## src/lpb_pkg.sv

```systemverilog
// shared types and constants of the lru page buffer controller
`timescale 1ns / 1ps
package lpb_pkg;

    localparam int NUM_FRAMES_DEF    = 16;
    localparam int PAGE_NUM_BITS_DEF = 32;

    localparam logic [1:0] OP_READ  = 2'd0;
    localparam logic [1:0] OP_WRITE = 2'd1;
    localparam logic [1:0] OP_CLOSE = 2'd2;

    typedef struct packed {
        logic [1:0]  operation;
        logic [3:0]  table_number;
        logic [31:0] page_number;
    } t_in_req;

    typedef struct packed {
        logic        hit;
        logic [3:0]  frame_index;
        logic        fetch_needed;
        logic        evict_valid;
        logic        writeback;
        logic [3:0]  evict_table;
        logic [31:0] evict_page;
        logic        last;
    } t_out_res;

endpackage

```

## src/lpb_tag_ram.sv

```systemverilog
// tag memory: one write port, one read port with registered data
`timescale 1ns / 1ps
module lpb_tag_ram #(
    parameter int DEPTH = 16,
    parameter int WIDTH = 36
) (
    input  logic                     i_clk,
    input  logic                     i_rd_en,
    input  logic [$clog2(DEPTH)-1:0] i_rd_addr,
    output logic [WIDTH-1:0]         o_rd_data,
    input  logic                     i_wr_en,
    input  logic [$clog2(DEPTH)-1:0] i_wr_addr,
    input  logic [WIDTH-1:0]         i_wr_data
);

    logic [WIDTH-1:0] r_mem [DEPTH];
    logic [WIDTH-1:0] r_rd_data;

    always_ff @(posedge i_clk) begin
        if (i_wr_en) begin
            r_mem[i_wr_addr] <= i_wr_data;
        end
        if (i_rd_en) begin
            r_rd_data <= r_mem[i_rd_addr];
        end
    end

    assign o_rd_data = r_rd_data;

endmodule

```

## src/lru_page_buffer_controller.sv

```systemverilog
// lru page buffer controller top level: tag lookup, eviction and table close
//
//  channel | direction | handshake                | payload
//  --------+-----------+--------------------------+-----------------------
//  request | in        | i_in_valid / o_in_stall  | i_in_req  (t_in_req)
//  result  | out       | o_out_valid / i_out_stall| o_out_res (t_out_res)
//
// read/write: lookup walks the used frames in recency order, one tag memory
// read per cycle until a match or the end of the used frames, plus one read on eviction
// close table: each used frame is read, then compared (S_CRD, then S_CCMP)
// one request at a time; the request side stalls until the last result is registered
// synchronous active-low reset empties the buffer; the tag memory is not cleared
`timescale 1ns / 1ps
module lru_page_buffer_controller
    import lpb_pkg::*;
#(
    parameter int NUM_FRAMES    = NUM_FRAMES_DEF,
    parameter int PAGE_NUM_BITS = PAGE_NUM_BITS_DEF
) (
    input  logic     i_clk,
    input  logic     i_rst_n,
    input  logic     i_in_valid,
    output logic     o_in_stall,
    input  t_in_req  i_in_req,
    output logic     o_out_valid,
    input  logic     i_out_stall,
    output t_out_res o_out_res
);

    localparam int FW = $clog2(NUM_FRAMES);
    localparam int UW = $clog2(NUM_FRAMES + 1);
    localparam int PB = PAGE_NUM_BITS;
    localparam int TW = 4 + PB;
    localparam logic [UW-1:0] FULL    = UW'(NUM_FRAMES);
    localparam logic [FW-1:0] LASTPOS = FW'(NUM_FRAMES - 1);

    localparam logic [2:0] S_IDLE = 3'd0;
    localparam logic [2:0] S_SCAN = 3'd1;
    localparam logic [2:0] S_EV   = 3'd2;
    localparam logic [2:0] S_CRD  = 3'd3;
    localparam logic [2:0] S_CCMP = 3'd4;

    localparam logic [1:0] ORD_NONE  = 2'd0;
    localparam logic [1:0] ORD_FRONT = 2'd1;
    localparam logic [1:0] ORD_REL   = 2'd2;

    logic [2:0]    r_state, n_state;
    t_in_req       r_req;
    logic [UW-1:0] r_p, n_p;
    logic [FW-1:0] r_q, n_q;
    logic          r_cv, n_cv;
    logic [UW-1:0] r_used, n_used;
    logic [FW-1:0] r_order [NUM_FRAMES];
    logic [FW-1:0] n_order [NUM_FRAMES];
    logic          r_dirty [NUM_FRAMES];
    logic          r_ovalid;
    t_out_res      r_ores;

    logic          emit;
    t_out_res      res;
    logic [1:0]    ord_mode;
    logic [FW-1:0] ord_pos;
    logic          d_we, d_val;
    logic [FW-1:0] d_frame;
    logic          rd_en, wr_en;
    logic [FW-1:0] rd_addr, wr_addr;
    logic [TW-1:0] rd_data;
    logic [TW-1:0] req_tag;
    logic [PB+31:0] pg_ext;
    logic [PB+31:0] ep_ext;
    logic [3:0]    rd_tbl;
    logic          ofree;
    logic          tag_match;
    logic [FW-1:0] f_q, f_p, f_used;

    function automatic logic [3:0] fr4(input logic [FW-1:0] f);
        logic [FW+3:0] t;
        t = {4'b0, f};
        return t[3:0];
    endfunction

    lpb_tag_ram #(
        .DEPTH(NUM_FRAMES),
        .WIDTH(TW)
    ) u_tag_ram (
        .i_clk     (i_clk),
        .i_rd_en   (rd_en),
        .i_rd_addr (rd_addr),
        .o_rd_data (rd_data),
        .i_wr_en   (wr_en),
        .i_wr_addr (wr_addr),
        .i_wr_data (req_tag)
    );

    assign pg_ext    = {{PB{1'b0}}, r_req.page_number};
    assign req_tag   = {r_req.table_number, pg_ext[PB-1:0]};
    assign ep_ext    = {32'b0, rd_data[PB-1:0]};
    assign rd_tbl    = rd_data[TW-1 -: 4];
    assign ofree     = !r_ovalid || !i_out_stall;
    assign tag_match = r_cv && (rd_data == req_tag);
    assign f_q       = r_order[r_q];
    assign f_p       = r_order[r_p[FW-1:0]];
    assign f_used    = r_order[r_used[FW-1:0]];

    always_comb begin
        n_state  = r_state;
        n_p      = r_p;
        n_q      = r_q;
        n_cv     = r_cv;
        n_used   = r_used;
        emit     = 1'b0;
        res      = '0;
        ord_mode = ORD_NONE;
        ord_pos  = '0;
        d_we     = 1'b0;
        d_val    = 1'b0;
        d_frame  = '0;
        rd_en    = 1'b0;
        rd_addr  = '0;
        wr_en    = 1'b0;
        wr_addr  = '0;
        case (r_state)
            S_IDLE: begin
                if (i_in_valid) begin
                    n_p  = '0;
                    n_cv = 1'b0;
                    if (i_in_req.operation == OP_READ || i_in_req.operation == OP_WRITE) begin
                        n_state = S_SCAN;
                    end else if (i_in_req.operation == OP_CLOSE) begin
                        n_state = S_CRD;
                    end
                end
            end
            S_SCAN: begin
                if (tag_match) begin
                    if (ofree) begin
                        emit            = 1'b1;
                        res.hit         = 1'b1;
                        res.frame_index = fr4(f_q);
                        res.last        = 1'b1;
                        ord_mode        = ORD_FRONT;
                        ord_pos         = r_q;
                        d_we            = (r_req.operation == OP_WRITE);
                        d_val           = 1'b1;
                        d_frame         = f_q;
                        n_state         = S_IDLE;
                    end
                end else if (r_p == r_used) begin
                    if (r_used == FULL) begin
                        rd_en   = 1'b1;
                        rd_addr = r_order[LASTPOS];
                        n_state = S_EV;
                    end else if (ofree) begin
                        emit             = 1'b1;
                        res.frame_index  = fr4(f_used);
                        res.fetch_needed = (r_req.operation == OP_READ);
                        res.last         = 1'b1;
                        ord_mode         = ORD_FRONT;
                        ord_pos          = r_used[FW-1:0];
                        n_used           = r_used + 1'b1;
                        wr_en            = 1'b1;
                        wr_addr          = f_used;
                        d_we             = 1'b1;
                        d_val            = (r_req.operation == OP_WRITE);
                        d_frame          = f_used;
                        n_state          = S_IDLE;
                    end
                end else begin
                    rd_en   = 1'b1;
                    rd_addr = f_p;
                    n_q     = r_p[FW-1:0];
                    n_cv    = 1'b1;
                    n_p     = r_p + 1'b1;
                end
            end
            S_EV: begin
                if (ofree) begin
                    emit             = 1'b1;
                    res.frame_index  = fr4(r_order[LASTPOS]);
                    res.fetch_needed = (r_req.operation == OP_READ);
                    res.evict_valid  = 1'b1;
                    res.writeback    = r_dirty[r_order[LASTPOS]];
                    res.evict_table  = rd_tbl;
                    res.evict_page   = ep_ext[31:0];
                    res.last         = 1'b1;
                    ord_mode         = ORD_FRONT;
                    ord_pos          = LASTPOS;
                    wr_en            = 1'b1;
                    wr_addr          = r_order[LASTPOS];
                    d_we             = 1'b1;
                    d_val            = (r_req.operation == OP_WRITE);
                    d_frame          = r_order[LASTPOS];
                    n_state          = S_IDLE;
                end
            end
            S_CRD: begin
                if (r_p < r_used) begin
                    rd_en   = 1'b1;
                    rd_addr = f_p;
                    n_state = S_CCMP;
                end else if (ofree) begin
                    emit     = 1'b1;
                    res.last = 1'b1;
                    n_state  = S_IDLE;
                end
            end
            S_CCMP: begin
                if (rd_tbl == r_req.table_number) begin
                    if (ofree) begin
                        emit            = 1'b1;
                        res.frame_index = fr4(f_p);
                        res.evict_valid = 1'b1;
                        res.writeback   = r_dirty[f_p];
                        res.evict_table = rd_tbl;
                        res.evict_page  = ep_ext[31:0];
                        ord_mode        = ORD_REL;
                        ord_pos         = r_p[FW-1:0];
                        n_used          = r_used - 1'b1;
                        d_we            = 1'b1;
                        d_val           = 1'b0;
                        d_frame         = f_p;
                        n_state         = S_CRD;
                    end
                end else begin
                    n_p     = r_p + 1'b1;
                    n_state = S_CRD;
                end
            end
            default: begin
                n_state = S_IDLE;
            end
        endcase
    end

    always_comb begin
        for (int i = 0; i < NUM_FRAMES; i++) begin
            n_order[i] = r_order[i];
            case (ord_mode)
                ORD_FRONT: begin
                    if (i == 0) begin
                        n_order[i] = r_order[ord_pos];
                    end else if (i <= int'(ord_pos)) begin
                        n_order[i] = r_order[i - 1];
                    end
                end
                ORD_REL: begin
                    if (i == int'(r_used) - 1) begin
                        n_order[i] = r_order[ord_pos];
                    end else if (i >= int'(ord_pos) && i + 1 < int'(r_used)) begin
                        n_order[i] = r_order[(i + 1 < NUM_FRAMES) ? i + 1 : i];
                    end
                end
                default: begin
                    n_order[i] = r_order[i];
                end
            endcase
        end
    end

    always_ff @(posedge i_clk) begin
        if (!i_rst_n) begin
            r_state  <= S_IDLE;
            r_p      <= '0;
            r_q      <= '0;
            r_cv     <= 1'b0;
            r_used   <= '0;
            r_ovalid <= 1'b0;
            for (int i = 0; i < NUM_FRAMES; i++) begin
                r_order[i] <= FW'(i);
                r_dirty[i] <= 1'b0;
            end
        end else begin
            r_state <= n_state;
            r_p     <= n_p;
            r_q     <= n_q;
            r_cv    <= n_cv;
            r_used  <= n_used;
            for (int i = 0; i < NUM_FRAMES; i++) begin
                r_order[i] <= n_order[i];
            end
            if (d_we) begin
                r_dirty[d_frame] <= d_val;
            end
            if (emit) begin
                r_ovalid <= 1'b1;
            end else if (!i_out_stall) begin
                r_ovalid <= 1'b0;
            end
        end
    end

    always_ff @(posedge i_clk) begin
        if (r_state == S_IDLE && i_in_valid) begin
            r_req <= i_in_req;
        end
        if (emit) begin
            r_ores <= res;
        end
    end

    assign o_in_stall  = (r_state != S_IDLE);
    assign o_out_valid = r_ovalid;
    assign o_out_res   = r_ores;

    a_used_bound: assert property (@(posedge i_clk) disable iff (!i_rst_n)
        r_used <= FULL)
        else $error("used count above frame count");

    a_used_step: assert property (@(posedge i_clk) disable iff (!i_rst_n)
        $past(i_rst_n) |-> (r_used == $past(r_used) || r_used == $past(r_used) + 1'b1
                            || r_used == $past(r_used) - 1'b1))
        else $error("used count jumped");

    a_lookup_start: assert property (@(posedge i_clk) disable iff (!i_rst_n)
        (r_state == S_IDLE && i_in_valid
         && (i_in_req.operation == OP_READ || i_in_req.operation == OP_WRITE))
        |=> (r_state == S_SCAN && r_p == '0 && !r_cv))
        else $error("lookup did not start from the front");

    a_emit_slot: assert property (@(posedge i_clk) disable iff (!i_rst_n)
        (r_ovalid && i_out_stall) |=> (r_ores == $past(r_ores)))
        else $error("result overwritten while stalled");

endmodule

```

## config.mk

```make
export PLATFORM = sky130hd
export DESIGN_NAME = lru_page_buffer_controller
export DESIGN_NICKNAME = d
export VERILOG_FILES = /design/src/lpb_pkg.sv /design/src/lpb_tag_ram.sv /design/src/lru_page_buffer_controller.sv
export SDC_FILE = /design/constraint.sdc
export NUM_CORES = 1
export LEC_CHECK = 0
export ABC_CLOCK_PERIOD_IN_PS = 10200
export BUFFER_PORTS_ARGS = -buffer_cell sky130_fd_sc_hd__buf_4
export CORE_MARGIN = 5
export CORE_UTILIZATION = 55
export CTS_CLUSTER_DIAMETER = 80
export CTS_CLUSTER_SIZE = 24
export DETAILED_ROUTE_END_ITERATION = 7
export PLACE_DENSITY = 0.71
export SLEW_MARGIN = 25
export SYNTH_ARGS = -nofsm -noshare
export SYNTH_HDL_FRONTEND = slang
export SYNTH_SLANG_ARGS = --single-unit
```

## constraint.sdc

```tcl
create_clock -name i_clk -period 10.2 [get_ports i_clk]
set_clock_uncertainty 0.15 [all_clocks]
set_input_delay 0 -clock i_clk [delete_from_list [all_inputs] [get_ports i_clk]]
set_output_delay 0 -clock i_clk [all_outputs]
set_load 0.01 [all_outputs]
```

==> results.txt, run 1 <==
CP startpoint kind: flip-flop
slowest CP cell: buf_4
top post-synthesis cells by area: edfxtp_1 (57%), mux4_2 (6.4%), dfxtp_1 (6.0%)
final-report hold violation count: 0
DRC: 0
first-pass GRT wire length: 161800 um
Slew Limit Headroom: 24.23%
Sw Pwr: 3.273 mW
R2R Path Start: pg_ext[4]
Storage cell area: 0.02309 mm^2
worst hold start: i_in_req[4]
CP delay by family, top: simple AND/OR/NAND/NOR gates
crit path max fanout: 63
syn_area_per_cell: 13.54 um^2
via/cell ratio: 7.080
fin crit share: 60.68%
Distinct cells, synth: 103
Power Dens Cells: 229.1 mW/mm^2
count leader, synth: edfxtp_1
Routed WL per cell: 29.95 um
#FFs+latches synth: 806
Worst Path Buf+Inv: 2
post-route ant nets: 0
initial antenna violation count: 1
DRT iter0 DRCs: 4169
Sw Share: 35.29%
clk slew on worst S/H paths: 0.09 ns
Port Buf Inserts: 88
max_cap viols: 0
worst min-delay path category: input port to flip-flop
GP Congestion: 1.032
Worst-Skew Late Latency: 0.63 ns
CTS tree: done
Internal Pwr Total: 6.003 mW
area of the multi-input gates: 0.01289 mm^2
die area: 0.07231 mm^2
CP cell instances: xnor2_1 > nand4_1 > nor4_1 > nand4_1 > nand3_1 > nand2_1 > a22oi_2 > buf_4 > buf_4 > mux4_2 > a21oi_1
Initial Utilization: 55.19%
hpwl dp: 63280 um
RSZ-0062 raised after global routing: false
fillcell total: 5072
EDFF count, synth: 695
final net count: 2836
WHS Path Cells: 2
gr usage total: 29.83%
sequential share of the synthesized area: 62.63%
post-synth top area cell: edfxtp_1
capturing element type of the critical path: flip-flop
R2R depth: 11
share of layout cells above drive strength 1: 14.25%
cts repair resizes: 0
Die Span Y: 268.9 um
Pleak: 13.95 nW
Max Freq: 0.1616 GHz
crit path DAT: 6.50 ns
Seq pwr share: 49.8%
reg2reg setup slack: 4.01 ns
I/O pin cnt: 89
Comb power frac: 29.7%
final number of setup-violating endpoints: 0
Via Count: 26010
drt pass-1 iters: 6
gr ovfl total: 0
Period minus WS final: 6.190 ns
Final Power: 9.276 mW
area grow syn2layout: 9.838%
fraction of registers with async set/reset: 0%
CTS buffer count: 43
worst-case clock buffer depth: 3
post-synthesis net count: 2776
total number of yosys warnings: 0
outcome: completed
CTS sink cnt: 806
Hold Path End: pg_ext[4]
Core Area: 0.06680 mm^2
R2R Path End: u_tag_ram.o_rd_data[24]
die width: 268.9 um
H-tree depth: 2
num rows: 95
ys flop type: edfxtp_1
vias in the first global route: 24840
Setup Fix Bufs, Post-CTS: 0
largest net degree at the start of global routing: 145
detailed-route wire length: 110100 um
top cell type's share of synthesized area: 56.61%
crit-path max cell delay: 0.87 ns
Worst-Margin Slew: 1.130 ns
worst endpoint required time: 10.51 ns
Worst VDD drop: 0.1578 mV
final setup TNS: 0 ns
clock power share: 20.5%
synthesized area: 0.03687 mm^2
Worst Setup Path Type: flip-flop to flip-flop
most frequent cells after synthesis: edfxtp_1 (695), nand4_1 (217), nand3_1 (191), o21ai_0 (180), mux2i_1 (168)
Cells after Synth: 2722
CTS root buf: clkbuf_16
Max Slew Vio Count: 0
-- state kept, by name, summed over array words and instances (netlist names), 6 cells and up, named ones only --
signal	count
r_dirty	16
r_order	64
pg_ext	32
r_req	6
u_tag_ram.o_rd_data	36
u_tag_ram.r_mem	576
o_out_res	45
-- worst register-to-register path, delay by kind of cell (launching register included) --
| kind | cells | cell delay, ns |
|---|---|---|
| XOR/XNOR | 1 | 0.51 |
| AO/OA/AOI/OAI | 2 | 0.40 |
| buffers and inverters | 2 | 1.50 |
| AND/OR/NAND/NOR | 5 | 2.21 |
| flip-flops | 1 | 0.61 |
| multiplexers | 1 | 0.67 |
-- cell type report --
type,instances,area share (%)
Inverter,42,0.3893
Clock inverter,12,0.3615
Tap cell,873,2.697
Clock buffer,51,2.836
Multi-Input combinational cell,1659,31.84
Timing Repair Buffer,230,4.851
Sequential cell,806,57.02
Antenna cell,1,0.006179
-- worst max-delay path by stage --
stage,start,to,cells past startpoint,slack (ns)
floorplan,flip-flop,u_tag_ram.r_mem[0][0],7,4.63
global placement,pg_ext[30],u_tag_ram.o_rd_data[0],11,4.31
detailed placement,pg_ext[30],u_tag_ram.o_rd_data[24],11,4.12
CTS,pg_ext[30],u_tag_ram.o_rd_data[24],11,4.11
global route,pg_ext[30],u_tag_ram.o_rd_data[30],11,3.65
finish,pg_ext[4],u_tag_ram.o_rd_data[24],11,4.01
-- layout by cell type, fill, tap and decap left out, drive strengths merged, types with 14 or more instances in the layout --
master and n:
a211oi 24, a21oi 87, a221oi 22, a31oi 33, and2 43, and3 16
buf 151, clkbuf 51, dfxtp 111, dlygate4sd3 79, edfxtp 695, inv 48
mux2i 169, mux4 105, nand2 103, nand2b 21, nand3 191, nand4 217
nor2 88, nor3 38, nor4 14, o211ai 41, o21ai 194, o31ai 17
xnor2 29
-- power by group through the flow --
stage	Clock (mW)	Combinational, mW	Sequential, mW
after floorplan	0	1.69	4.54
after global placement	0	2.62	4.64
after detailed placement	0	2.67	4.67
after CTS	1.93	2.71	4.60
after global routing	2.05	2.92	4.65
final	1.90	2.76	4.62
-- layer usage --
layer	global-route usage [%]	vias up	routed length, um	share of wire [%]
li1	-	10960	-	-
met1	42.22	13000	42610	39
met2	46.77	1771	50990	46
met3	5.876	278	12020	11
met4	10.81	0	4428	4.0
met5	0	-	0	0
-- what timing repair did --
action,CTS,global route
endpoints found under the setup margin,0,0
hold endpoints to repair,72,0
hold buffers,79,0
-- cells by family after synthesis --
family / Yosys count / share of synthesized area, %
buffers and inverters: 257 / 2.983
xor gates and xnor gates: 39 / 0.9264
muxes: 280 / 11.22
adders and majority gates: 12 / 0.4276
DFF: 806 / 62.63
AOI/OAI and AO/OA: 551 / 10.44
and+or+nand+nor: 777 / 11.37
-- per-stage QoR --
step | instances | hold WS [ns] | worst slack, ns | util, % | instance area [um^2]
after floorplan | 2722 | -0.05113 | 4.628 | - | 36870
after global placement | 3528 | 0.02814 | 4.310 | 57.39 | 38340
after detailed placement | 3529 | 0.02928 | 4.124 | 57.43 | 38370
after CTS | 3671 | 0.01846 | 4.113 | 60.55 | 40450
after global routing | 3673 | 0.01293 | 3.647 | 60.62 | 40490
final | 3674 | 0.03363 | 4.010 | 60.62 | 40500
No activity file was read; power rests on OpenSTA's default activity.
==> inputs of run 2 (changes only) <==
Settings changed: ABC_CLOCK_PERIOD_IN_PS 10200 to 6000.
Clock period 10.2 ns to 6 ns, I/O delays scaled along.
==> run 2 against run 1 <==
Net effect:
- worst setup slack got worse by 3.3 ns
- final cell count increased by 1.3%
- cell area rose by 1.2%
- die area is the same
==> results.txt, run 2 (same netlist as run 1, synthesis figures left out) <==
outcome: completed
Hold Path End: r_req[36]
DRT iter0 DRCs: 4236
fin crit share: 88.84%
Pleak: 14.24 nW
crit path max fanout: 17
area grow syn2layout: 11.19%
vias in the first global route: 25350
worst hold start: i_in_req[36]
capturing element type of the critical path: flip-flop
Period minus WS final: 5.331 ns
R2R Path Start: pg_ext[19]
wire length on met3: 12010 um
Largest Register: u_tag_ram.r_mem
H-tree depth: 2
worst endpoint required time: 6.38 ns
detailed-route wire length: 112500 um
share of layout cells above drive strength 1: 15.72%
Initial Utilization: 55.19%
hold_ws: 0.05864 ns
cts repair resizes: 0
utilization after layout: 61.37%
Worst-Margin Slew: 0.9957 ns
clk slew on worst S/H paths: 0.09 ns
gr usage total: 30.53%
Die Span Y: 268.9 um
wire length on met1: 43000 um
die width: 268.9 um
Worst VDD drop: 0.3230 mV
final number of setup-violating endpoints: 0
largest net degree at the start of global routing: 89
drt pass-1 iters: 6
gr ovfl total: 0
reg2reg setup slack: 0.67 ns
crit path DAT: 5.71 ns
worst-case clock buffer depth: 3
final setup TNS: 0 ns
Worst-Skew Late Latency: 0.63 ns
die area: 0.07231 mm^2
max_cap viols: 0
post-route ant nets: 0
I/O pin cnt: 89
Max Freq: 0.1876 GHz
Setup Fix Bufs, Post-CTS: 0
commonest cells after routing, fill and taps aside: edfxtp_1 (695), nand4_1 (217), nand3_1 (191)
CTS root buf: clkbuf_16
first-pass GRT wire length: 165300 um
Slew Limit Headroom: 33.53%
Power Dens Cells: 389.8 mW/mm^2
worst min-delay path category: input port to flip-flop
R2R depth: 12
initial antenna violation count: 3
GP Congestion: 1.006
Via Count: 26260
Port Buf Inserts: 88
hpwl dp: 68910 um
Max Slew Vio Count: 0
Routed WL per cell: 30.21 um
WHS Path Cells: 2
DR WL met2: 52350 um
num rows: 95
RSZ-0062 raised after global routing: false
via/cell ratio: 7.053
Top Metal Used: met4
final net count: 2885
DRC: 0
CTS sink cnt: 806
final-report hold violation count: 0
Core Area: 0.06680 mm^2
CTS tree: done
R2R Path End: r_order[12][3]
Worst Setup Path Type: flip-flop to flip-flop
CP startpoint kind: flip-flop
CTS buffer count: 43
Largest register FFs: 576
commonest non-fill, non-tap cell in the layout: edfxtp_1
## run 2: changes by cell type in the layout (fill, tap and decap cells not counted), sizes merged
cell / before / now
buf: 151 / 200
bufinv: 0 / 1
clkbuf: 51 / 50
## run 2: per-stage QoR
stage               instances  power (mW)  cell area [um^2]  setup slack [ns]
global placement         3579       12.57             38890            0.9529
CTS                      3721       15.88             40980            0.8816
finish                   3723       15.98             41000            0.6695
floorplan                2722       10.60             36870            0.4282
global route             3722       16.55             40990            0.5046
detailed placement       3579       12.70             38910            0.9325
## run 2: layout make-up
| class | count | area [um^2] |
|---|---|---|
| Clock buffer | 50 | 1102 |
| Antenna cell | 1 | 2.502 |
| Timing Repair Buffer | 279 | 2484 |
| Inverter | 42 | 157.7 |
| Clock inverter | 13 | 182.7 |
| Fill cell | 5059 | 25810 |
| Multi-Input combinational cell | 1659 | 12880 |
| Sequential cell | 806 | 23090 |
| Tap cell | 873 | 1092 |
## run 2: critical path, cell delays in order, from the launching register on
cell      delay, ns
edfxtp_1       0.62
xnor2_1        0.48
nand4_1        0.14
nor4_1         0.57
and4_1         0.75
and3_1         0.42
or2_1          0.49
buf_4          0.35
nand3_1        0.10
a21oi_1        0.44
o21ai_1        0.20
buf_4          0.23
a221oi_1       0.25
## run 2: metal layers
layer	track usage [%]	up-vias
li1	-	11060
met1	42.41	13060
met2	47.97	1786
met3	6.652	357
met4	11.67	0
met5	0	-
## run 2: report_power, final
part	switching, mW	internal, mW
Sequential	0.798	7.11
Clock	1.80	1.40
Combinational	3.08	1.79
Total	5.68	10.3
## run 2: worst max-delay path by stage
stage               startpoint                    end  slack [ns]  depth (start not counted)
finish              pg_ext[19]         r_order[12][3]        0.67                         12
global placement    pg_ext[19]          r_order[8][1]        0.95                         10
CTS                 pg_ext[16]          r_order[8][1]        0.88                         10
floorplan            flip-flop  u_tag_ram.r_mem[0][0]        0.43                          7
detailed placement  pg_ext[16]          r_order[8][1]        0.93                         10
global route         pg_ext[3]          r_order[8][1]        0.50                         11
## run 2: timing repair
action / in CTS / in global routing
hold buffers: 79 / 0
endpoints found under the hold margin: 80 / 0
endpoints found under the setup margin: 0 / 0
